<file path="config.mk">
export PLATFORM = sky130hd
export DESIGN_NAME = depth_pixel_backprojection_unit
export DESIGN_NICKNAME = d
export VERILOG_FILES = /design/src/rtl/dpb_pkg.sv /design/src/rtl/dpb_front.sv /design/src/rtl/dpb_jobq.sv /design/src/rtl/dpb_div.sv /design/src/rtl/dpb_back.sv /design/src/rtl/depth_pixel_backprojection_unit.sv
export SDC_FILE = /design/constraint.sdc
export NUM_CORES = 2
export LEC_CHECK = 0
export BUFFER_PORTS_ARGS = -buffer_cell sky130_fd_sc_hd__buf_2
export CORE_ASPECT_RATIO = 2
export CORE_MARGIN = 3
export CORE_UTILIZATION = 49
export DETAILED_ROUTE_END_ITERATION = 10
export PLACE_DENSITY = 0.72
export SYNTH_ARGS = -nofsm -noshare
export SYNTH_HDL_FRONTEND = slang
export SYNTH_SLANG_ARGS = --single-unit
export TNS_END_PERCENT = 50
</file>
<file path="constraint.sdc">
create_clock -name i_clk -period 20.3 [get_ports i_clk]
set_clock_uncertainty 0.1 [all_clocks]
set_input_delay 0 -clock i_clk [delete_from_list [all_inputs] [get_ports i_clk]]
set_output_delay 0 -clock i_clk [all_outputs]
set_load 0.05 [all_outputs]
</file>
<file path="src/rtl/dpb_pkg.sv">
// ---------------------------------------------------------------------------
// dpb_pkg : shared types and constants for the depth back-projection unit
// Payload words, the job word passed from front to back, register indexes
// and the back-end state encoding.
// ---------------------------------------------------------------------------
package dpb_pkg;

    // default parameter values
    localparam int MAX_DIM_DEF    = 4096;
    localparam int DEPTH_FRAC_DEF = 16;

    // fixed field widths
    localparam int DEPTH_W  = 24;
    localparam int COLOUR_W = 8;
    localparam int FOCAL_W  = 16;
    localparam int DIM_W    = 13;
    localparam int POINT_W  = 32;
    localparam int OUT_FRAC = 16;          // fraction bits of point_x/point_y
    localparam int MAG_W    = 17;          // |16*pos - centre|
    localparam int PROD_W   = MAG_W + DEPTH_W;
    localparam int QUO_W    = POINT_W;

    // configuration port
    localparam int APB_DW = 32;
    localparam int APB_AW = 5;

    localparam logic [FOCAL_W-1:0] FOCAL_X_RST  = 16'd8384;
    localparam logic [FOCAL_W-1:0] FOCAL_Y_RST  = 16'd8384;
    localparam logic [FOCAL_W-1:0] CENTER_X_RST = 16'd5120;
    localparam logic [FOCAL_W-1:0] CENTER_Y_RST = 16'd3840;
    localparam logic [DIM_W-1:0]   WIDTH_RST    = 13'd640;
    localparam logic [DIM_W-1:0]   HEIGHT_RST   = 13'd480;
    localparam logic [DEPTH_W-1:0] DMIN_RST     = 24'd655;
    localparam logic [DEPTH_W-1:0] DMAX_RST     = 24'd655360;

    // saturation limits
    localparam logic [QUO_W-1:0] POS_LIM = 32'h7FFF_FFFF;
    localparam logic [QUO_W-1:0] NEG_LIM = 32'h8000_0000;

    // job queue between front and back
    localparam int JOBQ_DEPTH = 2;

    typedef enum logic [2:0] {
        REG_FOCAL_X,
        REG_FOCAL_Y,
        REG_CENTER_X,
        REG_CENTER_Y,
        REG_IMAGE_WIDTH,
        REG_IMAGE_HEIGHT,
        REG_DEPTH_MIN,
        REG_DEPTH_MAX
    } t_reg_idx;

    typedef enum logic [2:0] {
        ST_IDLE,
        ST_MUL,
        ST_START,
        ST_DIV,
        ST_DONE
    } t_back_state;

    typedef struct packed {
        logic [DEPTH_W-1:0]  depth_value;
        logic [COLOUR_W-1:0] blue_in;
        logic [COLOUR_W-1:0] green_in;
        logic [COLOUR_W-1:0] red_in;
        logic                frame_start;
    } t_pixel;

    typedef struct packed {
        logic signed [POINT_W-1:0] point_x;
        logic signed [POINT_W-1:0] point_y;
        logic [DEPTH_W-1:0]        point_z;
        logic [COLOUR_W-1:0]       red_out;
        logic [COLOUR_W-1:0]       green_out;
        logic [COLOUR_W-1:0]       blue_out;
        logic                      point_valid;
        logic                      frame_end;
    } t_point;

    typedef struct packed {
        logic [MAG_W-1:0]    mag_x;
        logic                neg_x;
        logic [MAG_W-1:0]    mag_y;
        logic                neg_y;
        logic [DEPTH_W-1:0]  depth;
        logic [COLOUR_W-1:0] red;
        logic [COLOUR_W-1:0] green;
        logic [COLOUR_W-1:0] blue;
        logic                valid;
        logic                frame_end;
    } t_job;

    typedef struct packed {
        logic full;
        logic empty;
    } t_jobq_stat;

endpackage

</file>
<file path="src/rtl/dpb_front.sv">
// ---------------------------------------------------------------------------
// dpb_front : pixel intake and classification
// Keeps the raster counters, range-checks depth, marks frame end and forms
// the signed offsets from the principal point.
// ---------------------------------------------------------------------------
module dpb_front
    import dpb_pkg::*;
#(
    parameter int MAX_DIM = MAX_DIM_DEF
) (
    input  logic               i_clk,
    input  logic               i_rst_n,
    input  logic               i_push,
    input  t_pixel             i_pixel,
    input  t_jobq_stat         i_q_stat,
    input  logic [FOCAL_W-1:0] i_center_x,
    input  logic [FOCAL_W-1:0] i_center_y,
    input  logic [DIM_W-1:0]   i_image_width,
    input  logic [DIM_W-1:0]   i_image_height,
    input  logic [DEPTH_W-1:0] i_depth_min,
    input  logic [DEPTH_W-1:0] i_depth_max,
    output logic               o_q_push,
    output t_job               o_job
);

    localparam int CNT_W = $clog2(MAX_DIM);
    localparam logic [DIM_W-1:0] MAX_DIM_V = DIM_W'(MAX_DIM);

    logic [CNT_W-1:0] r_col, n_col;
    logic [CNT_W-1:0] r_row, n_row;
    logic [CNT_W-1:0] col, row;
    logic [DIM_W-1:0] w_eff, h_eff, col_d, row_d;
    logic [MAG_W:0]   diff_x, diff_y;
    logic             accept;

    assign accept = i_push && !i_q_stat.full;
    assign o_q_push = accept;

    assign col = i_pixel.frame_start ? '0 : r_col;
    assign row = i_pixel.frame_start ? '0 : r_row;
    assign col_d = DIM_W'(col);
    assign row_d = DIM_W'(row);

    assign w_eff = (i_image_width == '0) ? DIM_W'(1) :
                   (i_image_width > MAX_DIM_V) ? MAX_DIM_V : i_image_width;
    assign h_eff = (i_image_height == '0) ? DIM_W'(1) :
                   (i_image_height > MAX_DIM_V) ? MAX_DIM_V : i_image_height;

    // 16*pos - centre, both in Q.4
    assign diff_x = (MAG_W+1)'(MAG_W'(col) << 4) - (MAG_W+1)'(i_center_x);
    assign diff_y = (MAG_W+1)'(MAG_W'(row) << 4) - (MAG_W+1)'(i_center_y);

    always_comb begin
        o_job.neg_x = diff_x[MAG_W];
        o_job.mag_x = diff_x[MAG_W] ? MAG_W'(-diff_x) : diff_x[MAG_W-1:0];
        o_job.neg_y = diff_y[MAG_W];
        o_job.mag_y = diff_y[MAG_W] ? MAG_W'(-diff_y) : diff_y[MAG_W-1:0];
        o_job.depth = i_pixel.depth_value;
        o_job.red   = i_pixel.red_in;
        o_job.green = i_pixel.green_in;
        o_job.blue  = i_pixel.blue_in;
        o_job.valid = (i_pixel.depth_value >= i_depth_min) &&
                      (i_pixel.depth_value <= i_depth_max);
        o_job.frame_end = (col_d == w_eff - DIM_W'(1)) &&
                          (row_d == h_eff - DIM_W'(1));
    end

    always_comb begin
        n_col = r_col;
        n_row = r_row;
        if (accept) begin
            if (col_d + DIM_W'(1) >= w_eff) begin
                n_col = '0;
                if (row_d + DIM_W'(1) >= h_eff) begin
                    n_row = '0;
                end else begin
                    n_row = CNT_W'(row_d + DIM_W'(1));
                end
            end else begin
                n_col = CNT_W'(col_d + DIM_W'(1));
                n_row = row;
            end
        end
    end

    always_ff @(posedge i_clk) begin
        if (!i_rst_n) begin
            r_col <= '0;
            r_row <= '0;
        end else begin
            r_col <= n_col;
            r_row <= n_row;
        end
    end

    // the last pixel of a frame always sends both counters home
    a_frame_wrap: assert property (@(posedge i_clk) disable iff (!i_rst_n)
        (accept && o_job.frame_end) |=> (r_col == '0 && r_row == '0))
        else $error("counters did not wrap after frame end");

endmodule

</file>
<file path="src/rtl/dpb_jobq.sv">
// ---------------------------------------------------------------------------
// dpb_jobq : short job queue between front and back
// Lets the intake run ahead of the dividers by a couple of words.
// ---------------------------------------------------------------------------
module dpb_jobq
    import dpb_pkg::*;
(
    input  logic       i_clk,
    input  logic       i_rst_n,
    input  logic       i_push,
    input  t_job       i_job,
    input  logic       i_pop,
    output t_job       o_job,
    output t_jobq_stat o_stat
);

    localparam int PTR_W = (JOBQ_DEPTH > 1) ? $clog2(JOBQ_DEPTH) : 1;
    localparam int CNT_W = $clog2(JOBQ_DEPTH + 1);

    t_job             r_mem [JOBQ_DEPTH];
    logic [PTR_W-1:0] r_wr_ptr, r_rd_ptr;
    logic [CNT_W-1:0] r_count;

    function automatic logic [PTR_W-1:0] ptr_inc(input logic [PTR_W-1:0] p);
        ptr_inc = (p == PTR_W'(JOBQ_DEPTH - 1)) ? '0 : p + PTR_W'(1);
    endfunction

    assign o_stat.full  = (r_count == CNT_W'(JOBQ_DEPTH));
    assign o_stat.empty = (r_count == '0);
    assign o_job = r_mem[r_rd_ptr];

    always_ff @(posedge i_clk) begin
        if (i_push) begin
            r_mem[r_wr_ptr] <= i_job;
        end
    end

    always_ff @(posedge i_clk) begin
        if (!i_rst_n) begin
            r_wr_ptr <= '0;
            r_rd_ptr <= '0;
            r_count  <= '0;
        end else begin
            if (i_push) begin
                r_wr_ptr <= ptr_inc(r_wr_ptr);
            end
            if (i_pop) begin
                r_rd_ptr <= ptr_inc(r_rd_ptr);
            end
            if (i_push && !i_pop) begin
                r_count <= r_count + CNT_W'(1);
            end else if (!i_push && i_pop) begin
                r_count <= r_count - CNT_W'(1);
            end
        end
    end

    a_no_overflow: assert property (@(posedge i_clk) disable iff (!i_rst_n)
        i_push |-> !o_stat.full)
        else $error("job queue written while full");

    a_no_underflow: assert property (@(posedge i_clk) disable iff (!i_rst_n)
        i_pop |-> !o_stat.empty)
        else $error("job queue read while empty");

endmodule

</file>
<file path="src/rtl/dpb_div.sv">
// ---------------------------------------------------------------------------
// dpb_div : rounded, saturating projection divider
// Restoring division, one quotient bit per cycle, of offset*depth by focal
// length with round-half-up on the magnitude and signed Q15.16 clamp.
// ---------------------------------------------------------------------------
module dpb_div
    import dpb_pkg::*;
#(
    parameter int DEPTH_FRAC_BITS = DEPTH_FRAC_DEF
) (
    input  logic                      i_clk,
    input  logic                      i_rst_n,
    input  logic                      i_start,
    input  logic [PROD_W-1:0]         i_prod,
    input  logic [FOCAL_W-1:0]        i_focal,
    input  logic                      i_neg,
    output logic                      o_done,
    output logic signed [POINT_W-1:0] o_result
);

    localparam int SHL   = (DEPTH_FRAC_BITS < OUT_FRAC) ? OUT_FRAC - DEPTH_FRAC_BITS : 0;
    localparam int SHR   = (DEPTH_FRAC_BITS > OUT_FRAC) ? DEPTH_FRAC_BITS - OUT_FRAC : 0;
    localparam int NN_W  = PROD_W + SHL;
    localparam int D_W   = FOCAL_W + SHR + 1;   // twice the divisor
    localparam int M_W   = NN_W + 2;
    localparam int HI_W  = M_W - QUO_W;
    localparam int CMP_W = (HI_W > D_W) ? HI_W : D_W;
    localparam int CNT_W = $clog2(QUO_W);

    logic [D_W-1:0]   two_d;
    logic [NN_W-1:0]  nn;
    logic [M_W-1:0]   m;
    logic [HI_W-1:0]  hi;
    logic             ovf;
    logic [D_W:0]     trial;
    logic             ge;
    logic [QUO_W-1:0] mag_sat;

    logic             r_busy, r_fin, r_done, r_ovf, r_neg;
    logic [CNT_W-1:0] r_cnt;
    logic [D_W-1:0]   r_rem;
    logic [QUO_W-1:0] r_low;
    logic signed [POINT_W-1:0] r_result;

    // q = floor((2*N + D) / (2*D)), N and D aligned to Q.16
    assign two_d = D_W'({i_focal, 1'b0}) << SHR;
    assign nn    = NN_W'(i_prod) << SHL;
    assign m     = M_W'({nn, 1'b0}) + M_W'(two_d >> 1);
    assign hi    = m[M_W-1:QUO_W];
    assign ovf   = CMP_W'(hi) >= CMP_W'(two_d);

    assign trial = {r_rem, r_low[QUO_W-1]};
    assign ge    = trial >= {1'b0, two_d};

    always_comb begin
        if (r_neg) begin
            mag_sat = (r_ovf || r_low > NEG_LIM) ? NEG_LIM : r_low;
        end else begin
            mag_sat = (r_ovf || r_low[QUO_W-1]) ? POS_LIM : r_low;
        end
    end

    always_ff @(posedge i_clk) begin
        if (i_start) begin
            r_ovf <= ovf;
            r_neg <= i_neg;
            r_rem <= ovf ? '0 : D_W'(hi);
            r_low <= m[QUO_W-1:0];
            r_cnt <= '0;
        end else if (r_busy) begin
            r_rem <= ge ? D_W'(trial - {1'b0, two_d}) : D_W'(trial);
            r_low <= {r_low[QUO_W-2:0], ge};
            r_cnt <= r_cnt + CNT_W'(1);
        end
        if (r_fin) begin
            r_result <= r_neg ? $signed(QUO_W'(0) - mag_sat) : $signed(mag_sat);
        end
    end

    always_ff @(posedge i_clk) begin
        if (!i_rst_n) begin
            r_busy <= 1'b0;
            r_fin  <= 1'b0;
            r_done <= 1'b0;
        end else begin
            r_done <= r_fin;
            r_fin  <= 1'b0;
            if (i_start) begin
                r_busy <= 1'b1;
            end else if (r_busy && r_cnt == CNT_W'(QUO_W - 1)) begin
                r_busy <= 1'b0;
                r_fin  <= 1'b1;
            end
        end
    end

    assign o_done   = r_done;
    assign o_result = r_result;

endmodule

</file>
<file path="src/rtl/dpb_back.sv">
// ---------------------------------------------------------------------------
// dpb_back : projection engine and result register
// Takes jobs from the queue, multiplies offset by depth, runs both
// dividers side by side and holds the finished word for the consumer.
// ---------------------------------------------------------------------------
module dpb_back
    import dpb_pkg::*;
#(
    parameter int DEPTH_FRAC_BITS = DEPTH_FRAC_DEF
) (
    input  logic               i_clk,
    input  logic               i_rst_n,
    input  t_job               i_job,
    input  t_jobq_stat         i_q_stat,
    output logic               o_job_pop,
    input  logic [FOCAL_W-1:0] i_focal_x,
    input  logic [FOCAL_W-1:0] i_focal_y,
    input  logic               i_pop,
    output logic               o_empty,
    output t_point             o_point
);

    t_back_state r_state, n_state;
    t_job        r_job;
    logic [PROD_W-1:0] r_prod_x, r_prod_y;
    logic        start, out_load;
    logic        done_x, done_y;
    logic signed [POINT_W-1:0] res_x, res_y;
    t_point      r_point;
    logic        r_out_vld;

    always_comb begin
        n_state   = r_state;
        o_job_pop = 1'b0;
        start     = 1'b0;
        out_load  = 1'b0;
        unique case (r_state)
            ST_IDLE: begin
                if (!i_q_stat.empty) begin
                    o_job_pop = 1'b1;
                    n_state   = i_job.valid ? ST_MUL : ST_DONE;
                end
            end
            ST_MUL: begin
                n_state = ST_START;
            end
            ST_START: begin
                start   = 1'b1;
                n_state = ST_DIV;
            end
            ST_DIV: begin
                if (done_x) begin
                    n_state = ST_DONE;
                end
            end
            ST_DONE: begin
                if (!r_out_vld || i_pop) begin
                    out_load = 1'b1;
                    n_state  = ST_IDLE;
                end
            end
            default: begin
                n_state = ST_IDLE;
            end
        endcase
    end

    always_ff @(posedge i_clk) begin
        if (!i_rst_n) begin
            r_state <= ST_IDLE;
        end else begin
            r_state <= n_state;
        end
    end

    always_ff @(posedge i_clk) begin
        if (o_job_pop) begin
            r_job <= i_job;
        end
        if (r_state == ST_MUL) begin
            r_prod_x <= PROD_W'(r_job.mag_x) * PROD_W'(r_job.depth);
            r_prod_y <= PROD_W'(r_job.mag_y) * PROD_W'(r_job.depth);
        end
    end

    dpb_div #(
        .DEPTH_FRAC_BITS (DEPTH_FRAC_BITS)
    ) u_div_x (
        .i_clk    (i_clk),
        .i_rst_n  (i_rst_n),
        .i_start  (start),
        .i_prod   (r_prod_x),
        .i_focal  (i_focal_x),
        .i_neg    (r_job.neg_x),
        .o_done   (done_x),
        .o_result (res_x)
    );

    dpb_div #(
        .DEPTH_FRAC_BITS (DEPTH_FRAC_BITS)
    ) u_div_y (
        .i_clk    (i_clk),
        .i_rst_n  (i_rst_n),
        .i_start  (start),
        .i_prod   (r_prod_y),
        .i_focal  (i_focal_y),
        .i_neg    (r_job.neg_y),
        .o_done   (done_y),
        .o_result (res_y)
    );

    // result register; out-of-range words carry zeros
    always_ff @(posedge i_clk) begin
        if (out_load) begin
            r_point.point_x     <= r_job.valid ? res_x : '0;
            r_point.point_y     <= r_job.valid ? res_y : '0;
            r_point.point_z     <= r_job.valid ? r_job.depth : '0;
            r_point.red_out     <= r_job.valid ? r_job.red : '0;
            r_point.green_out   <= r_job.valid ? r_job.green : '0;
            r_point.blue_out    <= r_job.valid ? r_job.blue : '0;
            r_point.point_valid <= r_job.valid;
            r_point.frame_end   <= r_job.frame_end;
        end
    end

    always_ff @(posedge i_clk) begin
        if (!i_rst_n) begin
            r_out_vld <= 1'b0;
        end else if (out_load) begin
            r_out_vld <= 1'b1;
        end else if (i_pop && r_out_vld) begin
            r_out_vld <= 1'b0;
        end
    end

    assign o_empty = !r_out_vld;
    assign o_point = r_point;

    // both dividers run in lock step
    a_div_lockstep: assert property (@(posedge i_clk) disable iff (!i_rst_n)
        done_x == done_y)
        else $error("x and y dividers out of step");

endmodule

</file>
<file path="src/rtl/depth_pixel_backprojection_unit.sv">
// ---------------------------------------------------------------------------
// depth_pixel_backprojection_unit : pinhole back-projection of depth pixels
// Turns a raster stream of depth pixels into camera-frame points with colour.
// ---------------------------------------------------------------------------
// Each word pushed in is one depth pixel (unsigned Q8.16 metres) with BGR
// colour, in raster order; frame_start forces it to row 0, column 0. Every
// pixel gives exactly one result word, in order: z = depth, x and y in signed
// Q15.16 metres (rounded to nearest, saturated), the colour, point_valid and
// frame_end. A pixel whose depth lies outside [depth_min, depth_max] gives a
// word with point_valid low and all other fields zero except frame_end.
// An in-range pixel passes through the back end in order: the job fetch, the
// offset-times-depth multiply, the divider load, the one-bit-per-cycle
// restoring dividers, and the round, clamp and register of the word. An
// out-of-range pixel skips the multiply and the dividers. The intake can
// run two pixels ahead of the back end through the job queue, and the result
// register holds one finished word while the next job is worked on.
// Registers sit on an APB port at byte address 4*index: focal_x, focal_y,
// center_x, center_y, image_width, image_height, depth_min, depth_max.
// Write them only while the block is idle. No clearing pass after reset.
// ---------------------------------------------------------------------------
module depth_pixel_backprojection_unit
    import dpb_pkg::*;
#(
    parameter int MAX_DIM         = MAX_DIM_DEF,
    parameter int DEPTH_FRAC_BITS = DEPTH_FRAC_DEF
) (
    input  logic              i_clk,
    input  logic              i_rst_n,
    // pixel words in
    input  logic              push,
    output logic              full,
    input  t_pixel            i_pixel,
    // point words out
    output logic              empty,
    input  logic              pop,
    output t_point            o_point,
    // configuration
    input  logic              psel,
    input  logic              penable,
    input  logic              pwrite,
    input  logic [APB_AW-1:0] paddr,
    input  logic [APB_DW-1:0] pwdata,
    output logic [APB_DW-1:0] prdata,
    output logic              pready
);

    // configuration registers
    logic [FOCAL_W-1:0] r_focal_x, r_focal_y, r_center_x, r_center_y;
    logic [DIM_W-1:0]   r_image_width, r_image_height;
    logic [DEPTH_W-1:0] r_depth_min, r_depth_max;

    logic       cfg_wr;
    t_reg_idx   reg_idx;

    logic [FOCAL_W-1:0] focal_x_eff, focal_y_eff;

    t_job       front_job, q_job;
    logic       q_push, q_pop;
    t_jobq_stat q_stat;

    assign pready  = 1'b1;
    assign cfg_wr  = psel && penable && pwrite && pready;
    assign reg_idx = t_reg_idx'(paddr[APB_AW-1:2]);

    always_ff @(posedge i_clk) begin
        if (!i_rst_n) begin
            r_focal_x      <= FOCAL_X_RST;
            r_focal_y      <= FOCAL_Y_RST;
            r_center_x     <= CENTER_X_RST;
            r_center_y     <= CENTER_Y_RST;
            r_image_width  <= WIDTH_RST;
            r_image_height <= HEIGHT_RST;
            r_depth_min    <= DMIN_RST;
            r_depth_max    <= DMAX_RST;
        end else if (cfg_wr) begin
            unique case (reg_idx)
                REG_FOCAL_X:      r_focal_x      <= pwdata[FOCAL_W-1:0];
                REG_FOCAL_Y:      r_focal_y      <= pwdata[FOCAL_W-1:0];
                REG_CENTER_X:     r_center_x     <= pwdata[FOCAL_W-1:0];
                REG_CENTER_Y:     r_center_y     <= pwdata[FOCAL_W-1:0];
                REG_IMAGE_WIDTH:  r_image_width  <= pwdata[DIM_W-1:0];
                REG_IMAGE_HEIGHT: r_image_height <= pwdata[DIM_W-1:0];
                REG_DEPTH_MIN:    r_depth_min    <= pwdata[DEPTH_W-1:0];
                REG_DEPTH_MAX:    r_depth_max    <= pwdata[DEPTH_W-1:0];
                default: begin
                end
            endcase
        end
    end

    // register readback
    always_comb begin
        unique case (reg_idx)
            REG_FOCAL_X:      prdata = APB_DW'(r_focal_x);
            REG_FOCAL_Y:      prdata = APB_DW'(r_focal_y);
            REG_CENTER_X:     prdata = APB_DW'(r_center_x);
            REG_CENTER_Y:     prdata = APB_DW'(r_center_y);
            REG_IMAGE_WIDTH:  prdata = APB_DW'(r_image_width);
            REG_IMAGE_HEIGHT: prdata = APB_DW'(r_image_height);
            REG_DEPTH_MIN:    prdata = APB_DW'(r_depth_min);
            REG_DEPTH_MAX:    prdata = APB_DW'(r_depth_max);
            default:          prdata = '0;
        endcase
    end

    // a zero focal length behaves as one
    assign focal_x_eff = (r_focal_x == '0) ? FOCAL_W'(1) : r_focal_x;
    assign focal_y_eff = (r_focal_y == '0) ? FOCAL_W'(1) : r_focal_y;

    assign full = q_stat.full;

    dpb_front #(
        .MAX_DIM (MAX_DIM)
    ) u_front (
        .i_clk          (i_clk),
        .i_rst_n        (i_rst_n),
        .i_push         (push),
        .i_pixel        (i_pixel),
        .i_q_stat       (q_stat),
        .i_center_x     (r_center_x),
        .i_center_y     (r_center_y),
        .i_image_width  (r_image_width),
        .i_image_height (r_image_height),
        .i_depth_min    (r_depth_min),
        .i_depth_max    (r_depth_max),
        .o_q_push       (q_push),
        .o_job          (front_job)
    );

    dpb_jobq u_jobq (
        .i_clk   (i_clk),
        .i_rst_n (i_rst_n),
        .i_push  (q_push),
        .i_job   (front_job),
        .i_pop   (q_pop),
        .o_job   (q_job),
        .o_stat  (q_stat)
    );

    dpb_back #(
        .DEPTH_FRAC_BITS (DEPTH_FRAC_BITS)
    ) u_back (
        .i_clk     (i_clk),
        .i_rst_n   (i_rst_n),
        .i_job     (q_job),
        .i_q_stat  (q_stat),
        .o_job_pop (q_pop),
        .i_focal_x (focal_x_eff),
        .i_focal_y (focal_y_eff),
        .i_pop     (pop),
        .o_empty   (empty),
        .o_point   (o_point)
    );

endmodule
</file>
==> run_results.csv <==
group,metric,value,unit
route,vias_per_cell,5.85,
global_route,antenna_found_initial,10,
route,maxUsedRoutingLayer,"met5",
floorplanning,dieArea,143000,µm²
route,met1_length,65700,µm
synth,netlist-cell-type-count,95,
synth,synth-edff-count,620,
timing,hold_violations,0,
synth,ys_ff_latch,806,
finish,area_growth,9.70,%
synth,yosys_warnings,0,
route,drtIter0Drc,3621,
clock_network,clkLatencyLatePin,0.70,ns
floorplanning,die_w,269,µm
finish,fillerInstances,12100,
global_route,overflow,0,
route,wl_met3,11200,µm
clock_network,cts_setup_buffers,0,
clock_network,cts.reportedPaths.clkPinSlew,0.07,ns
route,firstDrtPassIters,7,
job,maxCapViolations,0,
floorplanning,die_h,531,µm
worst_hold_path,holdCritPathClass,"input port to flip-flop",
clock_network,cts_buffers,80,
synth,synthCells,7023,
clock_network,cts.repair.resized,0,
timing,setup_violations,0,
finish,finalNonFillerCells,8977,
global_route,grt_pass1_wl,316000,µm
critical_path,start_kind,"flip-flop",
route,routedWlPerCell,23.2,µm
clock_network,cts.sinks,806,
synth,synth_top_flop_cell,"edfxtp_1",
finish,layout_commonest_cell,"nand2_1",
floorplanning,pin_count,242,
placement,placed_area,70100,µm²
placement,routabilityCongestion,1.03,
critical_path,worstPathArrival,8.36,ns
route,drc,0,
floorplanning,initial_core_util,49.4,%
synth,async_reset_ff_share,0,%
route,vias,52500,
floorplanning,design.core.area,137000,µm²
finish,drive_above_1_share,8.01,%
finish,nNetsFinal,8339,
synth,ys_seq_area_share,33.0,%
synth,synthesis.area,67600,µm²
critical_path,worst-path-max-fanout,23,
timing,slew_viol_final,0,
finish,seqCellArea,22300,µm²
placement,dp.final_hpwl,157000,µm
clock_network,clk_path_buf_depth,3,
timing,fmax,0.124,GHz
clock_network,clock-root-buffer,"clkbuf_16",
critical_path,crit_required,20.61,ns
global_route,grt_pass1_vias,55500,
synth,avgSynthCellArea,9.63,µm²
timing,finalSetupTns,0,ns
timing,max_slew.worst_pin.slew,1.25,ns
global_route,grt_usage,29.4,%
finish,final_cell_area,74200,µm²
route,wl_met2,106000,µm
timing,slew_headroom,16.5,%
finish,multiInputGateArea,40200,µm²
placement,post-place-cells,8699,
outcome,outcome,"finished clean",
timing,fin_crit,8.05,ns
critical_path,cp-end-kind,"flip-flop",
global_route,grt_max_degree,104,
timing,fin_crit_sh,39.7,%
finish,final_cell_mix,"1047 x nand2_1, 977 x inv_1, 662 x fa_1, 620 x edfxtp_1, 454 x and2_1",
route,ant_nets,0,
placement,io_buffer_count,222,
critical_path,critPathKind,"flip-flop to flip-flop",
clock_network,cts_tree,"yes",
clock_network,cts-htree-levels,3,
timing,rsz0062_at_grt,"no",
route,routed_wl,208000,µm
timing,hold_ws,0.0373,ns
floorplanning,fp-row-count,192,
-- kinds of logic after synthesis --
logic type	synth area share, %
and+or+nand+nor	16.3
buffers and inverters	7.65
adders and majority gates	27.4
AOI/OAI and AO/OA	9.71
DFF	33.0
xor gates and xnor gates	3.60
muxes	2.31
other	0.0111
-- synth_stat cells (all sizes together) (40+ instances only) --
cell type / count / share of area [%]
nor2: 292 / 1.6
o21ai: 231 / 1.7
nand2: 1047 / 5.8
and2: 456 / 4.2
a21oi: 380 / 2.8
nand4: 52 / 0.48
xnor2: 163 / 2.1
inv: 980 / 5.4
nand3: 90 / 0.67
clkbuf: 347 / 2.0
mux2i: 40 / 0.59
dfxtp: 186 / 5.5
nor3: 80 / 0.59
ha: 423 / 7.8
a21o: 63 / 0.70
nand2b: 48 / 0.44
nor2b: 57 / 0.53
o21a: 42 / 0.47
edfxtp: 620 / 28
xor2: 115 / 1.5
fa: 662 / 20
mux2: 89 / 1.5
-- flip-flops by register name, summed over array words and instances, names as in the netlist, 12 cells and up, named ones only --
| register | cells |
|---|---|
| u_jobq.r_mem | 172 |
| u_back.o_point | 114 |
| u_back.r_job | 86 |
| u_back.r_prod_x | 41 |
| u_back.r_prod_y | 41 |
| u_back.u_div_x.o_result | 32 |
| u_back.u_div_x.r_low | 32 |
| u_back.u_div_y.o_result | 32 |
| u_back.u_div_y.r_low | 32 |
| r_depth_max | 24 |
| r_depth_min | 24 |
| u_back.u_div_x.r_rem | 17 |
| u_back.u_div_y.r_rem | 17 |
| r_center_x | 16 |
| r_center_y | 16 |
| r_focal_x | 16 |
| r_focal_y | 16 |
| r_image_height | 13 |
| r_image_width | 13 |
| u_front.r_col | 12 |
| u_front.r_row | 12 |
-- metal layers --
layer	vias up	track usage (%)
li1	23400	-
met1	25800	28.9
met2	2336	51.8
met3	1008	3.46
met4	4	29.2
met5	-	0
-- critical path, cell delays in order, from the launching register on --
cell and delay, ns:
edfxtp_1 1.18, buf_4 0.42, nand2_1 0.12, fa_1 0.53, fa_1 0.51, fa_1 0.52
inv_1 0.05, fa_1 0.58, fa_1 0.45, fa_1 0.46, ha_1 0.37, and3_1 0.23
nand2_1 0.06, or3_1 0.39, o31ai_1 0.55, a31oi_1 0.32, o311ai_1 0.50, mux2i_1 0.26
o2111ai_1 0.15
-- stage by stage --
step           setup slack (ns)  util, %
2_1_floorplan             13.04        -
3_3_place_gp              12.42     51.2
3_5_place_dp              12.38     51.2
4_1_cts                   12.32     54.2
5_1_grt                   11.93     54.2
6_report                  12.25     54.2
-- final cells by class --
cell class	count	share of cell area, %
clock inverter	55	0.904
clock buffer	93	2.86
multi-input combinational	4865	54.2
inverter	981	4.97
tap	1746	2.94
antenna	4	0.0135
timing repair buffer	427	4.00
sequential	806	30.1
-- path summary, 6_finish.rpt --
path	startpoint	endpoint	slack, ns	cells after the start
worst max-delay path	u_back.r_job[44]	u_back.r_prod_y[39]	12.25	18
worst min-delay path	psel	r_focal_y[5]	0.04	5
worst max register to register	u_back.r_job[44]	u_back.r_prod_y[39]	12.25	18
worst min register to register	u_back.r_job[68]	u_back.u_div_x.r_neg	0.32	0
-- timing repair --
item,4_1_cts,5_1_grt
endpoints found under the setup margin,0,0
hold endpoints to repair,297,0
hold buffers,126,0
Power is not shown: default switching activity piles up to over one toggle a cycle in this logic, so the estimate is an artifact.
